<file path="src/rtl/assert_macros.svh">
// Assertion helpers for the RTL.
`ifndef ASSERT_MACROS_SVH
`define ASSERT_MACROS_SVH

// Antecedent implies consequent in the same cycle.
`define ASSERT_IMPL(label, clk, rst_n, a, c, msg) \
    label: assert property (@(posedge clk) disable iff (!(rst_n)) (a) |-> (c)) \
        else $error(msg);

// Antecedent implies consequent in the next cycle.
`define ASSERT_NEXT(label, clk, rst_n, a, c, msg) \
    label: assert property (@(posedge clk) disable iff (!(rst_n)) (a) |=> (c)) \
        else $error(msg);

`endif

</file>
<file path="src/rtl/brd_pkg.sv">
package brd_pkg;

    localparam int GRID_COLS_DEF = 32;
    localparam int QW            = 32;
    localparam int FRAC          = 24;

    typedef logic signed [QW-1:0] t_q;

    localparam logic [2:0] REG_DU   = 3'd0;
    localparam logic [2:0] REG_DV   = 3'd1;
    localparam logic [2:0] REG_KU   = 3'd2;
    localparam logic [2:0] REG_KV   = 3'd3;
    localparam logic [2:0] REG_IA   = 3'd4;
    localparam logic [2:0] REG_B    = 3'd5;
    localparam logic [2:0] REG_COLS = 3'd6;
    localparam logic [2:0] REG_ROWS = 3'd7;

    localparam logic signed [QW-1:0] Q_ONE = 32'sd16777216;

    // Saturate a 66-bit signed value to 32 bits.
    function automatic t_q sat(input logic signed [65:0] x);
        if (x > 66'sh7FFFFFFF) begin
            return 32'sh7FFFFFFF;
        end else if (x < -66'sh80000000) begin
            return 32'sh80000000;
        end
        return x[31:0];
    endfunction

    // Product a*b shifted right by 24 with floor, saturated.
    function automatic t_q qshift(input logic signed [63:0] p);
        logic signed [65:0] s;
        s = 66'(p >>> FRAC);
        return sat(s);
    endfunction

    // One stencil operand set handed through the cell row.
    typedef struct packed {
        logic   vld;
        logic   last;
        logic   flast;
        t_q     cu;
        t_q     cv;
        t_q     nu0;
        t_q     nu1;
        t_q     nu2;
        t_q     nu3;
        t_q     nv0;
        t_q     nv1;
        t_q     nv2;
        t_q     nv3;
    } t_job;

    typedef struct packed {
        logic [30:0] du;
        logic [30:0] dv;
        logic [30:0] ku;
        logic [30:0] kv;
        logic [30:0] ia;
        t_q          b;
    } t_cfg;

endpackage

</file>
<file path="src/rtl/brd_ram.sv">
module brd_ram #(
    parameter int W = 32,
    parameter int D = 64
) (
    input  logic                 i_clk,
    input  logic                 i_we,
    input  logic [$clog2(D)-1:0] i_waddr,
    input  logic [W-1:0]         i_wdata,
    input  logic [$clog2(D)-1:0] i_raddr,
    output logic [W-1:0]         o_rdata
);
    logic [W-1:0] r_mem [D];
    logic [W-1:0] r_rd;

    always_ff @(posedge i_clk) begin
        if (i_we) begin
            r_mem[i_waddr] <= i_wdata;
        end
        r_rd <= r_mem[i_raddr];
    end

    assign o_rdata = r_rd;
endmodule

</file>
<file path="src/rtl/brd_ctrl.sv">
// Sequencer: reads the two line stores for each stencil, issues one job per
// transfer after the first row and at frame end sweeps the last row.
module brd_ctrl #(
    parameter int GRID_COLS = brd_pkg::GRID_COLS_DEF
) (
    input  logic          i_clk,
    input  logic          i_rst_n,
    input  logic          i_in_valid,
    output logic          o_in_stall,
    input  brd_pkg::t_q   i_u,
    input  brd_pkg::t_q   i_v,
    input  logic [5:0]    i_cols,
    input  logic [11:0]   i_rows,
    input  logic          i_room,
    output brd_pkg::t_job o_job,
    output logic          o_busy
);
    import brd_pkg::*;

    localparam int CW = $clog2(GRID_COLS + 1);
    localparam int AW = $clog2(2 * GRID_COLS);
    localparam logic [1:0] S_IDLE = 2'd0;
    localparam logic [1:0] S_RD   = 2'd1;
    localparam logic [1:0] S_WAIT = 2'd2;
    localparam logic [1:0] S_EMIT = 2'd3;

    logic [1:0]    r_st;
    logic [CW-1:0] r_col, r_fc;
    logic [11:0]   r_row;
    t_q            r_cu, r_cv;
    logic [CW-1:0] cols_e, col_e, c_sel, rc;
    logic [11:0]   rows_e, row_e;
    logic          par, in_acc, lastcell, half;
    logic [1:0]    r_ph, r_ph_d;
    logic          r_rdv, r_infl;
    t_q            r_mu, r_mv, r_upu, r_upv, r_lu, r_lv, r_ru, r_rv;
    logic [AW-1:0] ra, wa;
    logic          we;
    logic [63:0]   rd;

    always_comb begin
        cols_e = (i_cols < 6'd3) ? CW'(3) :
                 (32'(i_cols) > GRID_COLS) ? CW'(GRID_COLS) : CW'(i_cols);
        rows_e = (i_rows < 12'd3) ? 12'd3 : i_rows;
        col_e  = (r_col >= cols_e) ? cols_e - CW'(1) : r_col;
        row_e  = (r_row >= rows_e) ? rows_e - 12'd1 : r_row;
        par    = row_e[0];
        lastcell = (row_e == rows_e - 12'd1) && (col_e == cols_e - CW'(1));
    end

    assign in_acc     = i_in_valid && (r_st == S_IDLE);
    assign o_in_stall = (r_st != S_IDLE);
    assign o_busy     = (r_st != S_IDLE);

    // Read sequence: centre, left, right, then the entry of the other half
    always_comb begin
        c_sel = r_infl ? r_fc : col_e;
        case (r_ph)
            2'd1: rc = (c_sel != '0) ? c_sel - CW'(1) : c_sel;
            2'd2: rc = (c_sel + CW'(1) < cols_e) ? c_sel + CW'(1) : c_sel;
            default: rc = c_sel;
        endcase
        // Normal: first three from the row above, last from two rows up.
        // Flush: first three from the last row, last from the row above.
        half = par ^ r_infl ^ (r_ph != 2'd3);
        ra = AW'(32'(half) * GRID_COLS + 32'(rc));
        we = (r_st == S_EMIT) && !r_infl && i_room;
        wa = AW'(32'(par) * GRID_COLS + 32'(col_e));
    end

    brd_ram #(.W(64), .D(2 * GRID_COLS)) u_store (
        .i_clk(i_clk), .i_we(we), .i_waddr(wa), .i_wdata({r_cu, r_cv}),
        .i_raddr(ra), .o_rdata(rd)
    );

    always_ff @(posedge i_clk) begin
        if (!i_rst_n) begin
            r_st   <= S_IDLE;
            r_col  <= '0;
            r_row  <= '0;
            r_ph   <= '0;
            r_rdv  <= 1'b0;
            r_infl <= 1'b0;
        end else begin
            r_rdv <= 1'b0;
            case (r_st)
                S_IDLE: begin
                    if (in_acc) begin
                        r_cu <= i_u;
                        r_cv <= i_v;
                        r_ph <= 2'd0;
                        r_st <= S_RD;
                    end
                end
                S_RD: begin
                    r_ph_d <= r_ph;
                    r_rdv  <= 1'b1;
                    r_ph   <= r_ph + 2'd1;
                    if (r_ph == 2'd3) begin
                        r_st <= S_WAIT;
                    end
                end
                S_WAIT: begin
                    r_st <= S_EMIT;
                end
                S_EMIT: begin
                    if (i_room) begin
                        if (r_infl) begin
                            if (r_fc == cols_e - CW'(1)) begin
                                r_infl <= 1'b0;
                                r_col  <= '0;
                                r_row  <= '0;
                                r_st   <= S_IDLE;
                            end else begin
                                r_fc <= r_fc + CW'(1);
                                r_ph <= 2'd0;
                                r_st <= S_RD;
                            end
                        end else if (lastcell) begin
                            r_infl <= 1'b1;
                            r_fc   <= '0;
                            r_ph   <= 2'd0;
                            r_st   <= S_RD;
                        end else begin
                            r_st <= S_IDLE;
                            if (col_e + CW'(1) >= cols_e) begin
                                r_col <= '0;
                                r_row <= row_e + 12'd1;
                            end else begin
                                r_col <= col_e + CW'(1);
                                r_row <= row_e;
                            end
                        end
                    end
                end
                default: r_st <= S_IDLE;
            endcase
            if (r_rdv) begin
                case (r_ph_d)
                    2'd0: begin r_mu <= rd[63:32]; r_mv <= rd[31:0]; end
                    2'd1: begin r_lu <= rd[63:32]; r_lv <= rd[31:0]; end
                    2'd2: begin r_ru <= rd[63:32]; r_rv <= rd[31:0]; end
                    default: begin r_upu <= rd[63:32]; r_upv <= rd[31:0]; end
                endcase
            end
        end
    end

    always_comb begin
        o_job       = '0;
        o_job.cu    = r_mu;
        o_job.cv    = r_mv;
        o_job.nu1   = r_infl ? r_mu : r_cu;
        o_job.nv1   = r_infl ? r_mv : r_cv;
        o_job.nu0   = (r_infl || row_e >= 12'd2) ? r_upu : r_mu;
        o_job.nv0   = (r_infl || row_e >= 12'd2) ? r_upv : r_mv;
        o_job.nu2   = r_lu;
        o_job.nv2   = r_lv;
        o_job.nu3   = r_ru;
        o_job.nv3   = r_rv;
        o_job.vld   = (r_st == S_EMIT) && i_room && (r_infl || row_e >= 12'd1);
        o_job.last  = r_infl ? (r_fc == cols_e - CW'(1)) : !lastcell;
        o_job.flast = r_infl && (r_fc == cols_e - CW'(1));
    end
endmodule

</file>
<file path="config.mk">
export PLATFORM = sky130hd
export DESIGN_NAME = brd_ctrl
export DESIGN_NICKNAME = d
export VERILOG_FILES = /design/src/rtl/assert_macros.svh /design/src/rtl/brd_pkg.sv /design/src/rtl/brd_ram.sv /design/src/rtl/brd_ctrl.sv
export SDC_FILE = /design/constraint.sdc
export NUM_CORES = 2
export LEC_CHECK = 0
export BUFFER_PORTS_ARGS = -buffer_cell sky130_fd_sc_hd__buf_4
export CORE_ASPECT_RATIO = 1.1
export CORE_MARGIN = 2
export CORE_UTILIZATION = 40
export CTS_CLUSTER_SIZE = 28
export DETAILED_ROUTE_END_ITERATION = 10
export PLACE_DENSITY = 0.52
export SLEW_MARGIN = 20
export SYNTH_ARGS = -nofsm -noshare
export SYNTH_HDL_FRONTEND = slang
export SYNTH_SLANG_ARGS = --single-unit
</file>
<file path="constraint.sdc">
create_clock -name i_clk -period 8.2 [get_ports i_clk]
set_input_delay 0.82 -clock i_clk [delete_from_list [all_inputs] [get_ports i_clk]]
set_output_delay 0.82 -clock i_clk [all_outputs]
set_load 0.01 [all_outputs]
</file>
==> run_results.csv <==
group,metric,value,unit
run_status,status,"complete, no violations",
drt,drc,0,
synthesis,synth-seq-cells,4512,
clock_tree,cts_buffer_depth,4,
min_path,holdPathStages,3,
floorplan,fp-row-count,254,
setup_path,reg2reg_depth,24,
global_route,grt_pass1_wl,852000,µm
floorplan,die_width,633,µm
synthesis,synth_edf_count,4424,
drt,antenna_left,0,
clock_tree,post_cts_buffers,0,
placement,postPlaceCellArea,189000,µm²
clock_tree,clk_pin_slew,0.06,ns
floorplan,core,434000,µm²
global_route,track_usage,27.8,%
synthesis,synthArstFlopShare,0,%
cells_and_area,final_cells,18300,
timing,final-setup-viol-count,0,
clock_tree,cts_inserted_buffers,452,
global_route,grt_max_degree,111,
setup_path,crit_required,8.88,ns
timing,rsz0062_at_grt,"no",
setup_path,worstPathMaxFanout,33,
timing,setup_tns,0,ns
synthesis,netlist_area,174000,µm²
run,cap_violations,0,
synthesis,ys_seq_area_share,77.3,%
placement,hpwl,352000,µm
clock_tree,clk_latency,1.04,ns
setup_path,critPathLaunchType,"input pin",
cells_and_area,fin_util,46.9,%
drt,drt-pass1-iter-count,8,
synthesis,yosysUniqueCellTypes,79,
placement,dp_slack,-0.365,ns
placement,routabilityCongestion,0.842,
setup_path,endpoint_kind,"flop",
drt,vias,110000,
timing,setup_ws,0.453,ns
power_and_ir_drop,leakage,69.0,nW
timing,drv_slew,0,
global_route,antenna_found_initial,46,
clock_tree,cts_resized,0,
setup_path,arrival,8.43,ns
timing,maxSlewHeadroom,19.0,%
synthesis,synth_area_per_cell,15.4,µm²
power_and_ir_drop,power_density,265,nW/µm²
clock_tree,cts-root-buf,"clkbuf_16",
power_and_ir_drop,ir_drop,0.000178,V
drt,drt_iter0_markers,15500,
floorplan,start_util,40.1,%
drt,wl_per_cell,34.4,µm
cells_and_area,drive_gt1_share,15.0,%
cells_and_area,final_area,204000,µm²
timing,period_minus_slack,7.75,ns
synthesis,syn-num-nets,11400,
timing,fmax,129,MHz
drt,vias_per_cell,6.00,
floorplan,die_area,441000,µm²
clock_tree,cts_sinks,4512,
cells_and_area,synthToLayoutAreaGrowth,17.1,%
clock_tree,cts_htree_levels,5,
setup_path,path_class,"input pin to flop",
placement,port_buffers,410,
global_route,gr-total-overflow,0,
placement,placedCellCount,17300,
clock_tree,cts_tree,"built",
synthesis,synthesis.instances,11300,
min_path,hp-class,"input pin to flop",
drt,finalWirelength,628000,µm
floorplan,ios,411,
global_route,grt_pass1_vias,103000,
floorplan,die_h,696,µm
timing,min_period_over_period,94.5,%
cells_and_area,nNetsFinal,12200,
synthesis,ys_warn_count,0,
timing,hold_viol_final,0,
clock_tree,hold_buffers,64,
timing,fin_skew,0.0594,ns
timing,worst_pin_slew,1.21,ns
synthesis,synth-main-ff-cell,"edfxtp_1",
sequential cells by signal (all words and copies together) (netlist names), 2 cells and up:
signal           count
u_store.r_mem     4096
u_store.o_rdata     64
r_cu                32
r_cv                32
r_lu                32
r_lv                32
r_mu                32
r_mv                32
r_ru                32
r_rv                32
r_upu               32
r_upv               32
r_row               12
r_col                6
r_fc                 6
r_ph                 2
r_ph_d               2
r_st                 2
stage by stage:
stage	hold WS (ns)	power (mW)
after floorplan	0.438	30.3
after CTS	0.141	54.2
final	0.227	54.0
after global routing	0.192	55.5
after detailed placement	0.520	33.6
after global placement	0.487	33.6
path summary, 6_finish.rpt:
kind | from | end | slack, ns
min | i_rst_n | r_st[0] | 0.23
max | i_cols[3] | u_store.o_rdata[36] | 0.45
max reg2reg | r_col[4] | u_store.o_rdata[36] | 0.49
min reg2reg | u_store.o_rdata[45] | r_mu[13] | 0.53
logic make-up (layout without fill, tap and decap cells):
family                   count (synthesis)  in the layout  share of synthesized area, %
XOR/XNOR                                58             58                         0.302
AO/OA/AOI/OAI                          940            940                          4.45
other                                    0             19                             0
AND/OR/NAND/NOR                       4152           4152                          10.5
buffers and inverters                  726           1927                          1.99
adder cells (fa/ha/maj)                 47             47                         0.338
flip-flops                            4512           4512                          77.3
multiplexers                           857            857                          5.17
cell type report:
type | instances | area, µm²
clock inverter | 262 | 2610
tap | 5760 | 7210
timing repair buffer | 1037 | 10400
clock buffer | 590 | 12100
antenna | 19 | 47.5
sequential | 4512 | 135000
fill | 37100 | 230000
inverter | 38 | 143
multi-input combinational | 6054 | 36800
cell usage in the layout, fill, tap and decap left out, drive strengths merged, types with 19 or more instances in the layout:
cell type,n
a32oi,710
mux2i,727
nand4,387
nor2,98
clkinv,192
clkbuf,590
inv,51
mux2,130
and4,35
o21ai,33
ha,47
a21oi,27
dfxtp,88
nor3,26
nand2,2746
diode,19
buf,973
and3,122
dlygate4sd3,64
bufinv,41
nand3,652
a31oi,104
edfxtp,4424
xnor2,40
routing by layer:
layer,track usage (%),wire [µm]
met1,39.8,258000
met2,43.7,288000
met3,4.71,61500
met4,7.73,19600
met5,0,88
worst max-delay path, stage by stage:
cell and delay (ns):
buf_4 0.12, nor3_1 0.07, o21ai_2 0.41, inv_1 0.17, ha_1 0.31, nor2b_1 0.15
o21a_1 0.26, o21ai_1 0.14, mux2i_1 0.23, o21ai_0 0.52, ha_1 0.36, nand3_1 0.12
xnor2_1 0.17, ha_1 0.33, o21a_1 0.19, a221o_1 0.39, a31o_2 0.25, o31ai_2 0.11
nor2_1 0.07, o21ai_0 0.43, o2111a_4 0.51, buf_12 0.26, buf_4 0.49, mux2i_1 0.28
a32oi_1 0.07, and3_1 0.19, a31oi_1 0.36, nand4_1 0.57
report_power, final:
| group | total, mW | internal [mW] | switching [mW] |
|---|---|---|---|
| sequential | 26.8 | 26.3 | 0.560 |
| combinational | 6.39 | 1.82 | 4.56 |
| clock | 20.8 | 11.7 | 9.03 |
synthesized netlist by cell type, types with 20 or more instances:
cell	instances	share of area, %
edfxtp_1	4424	76
nand2_1	2746	5.9
mux2i_1	724	4.2
a32oi_1	710	3.6
nand3_1	652	1.9
nand4_1	387	1.4
clkbuf_1	285	0.61
buf_2	256	0.74
and3_1	122	0.44
a31oi_1	104	0.37
nor2_1	97	0.21
dfxtp_1	88	1.0
buf_1	70	0.15
mux2_2	69	0.45
mux2_4	61	0.53
buf_4	58	0.25
ha_1	47	0.34
xnor2_1	39	0.20
inv_1	38	0.082
and4_1	35	0.18
o21ai_0	27	0.078
a21oi_1	24	0.069
nor3_1	20	0.057
Note: power is estimated with default switching activity, not from simulation.
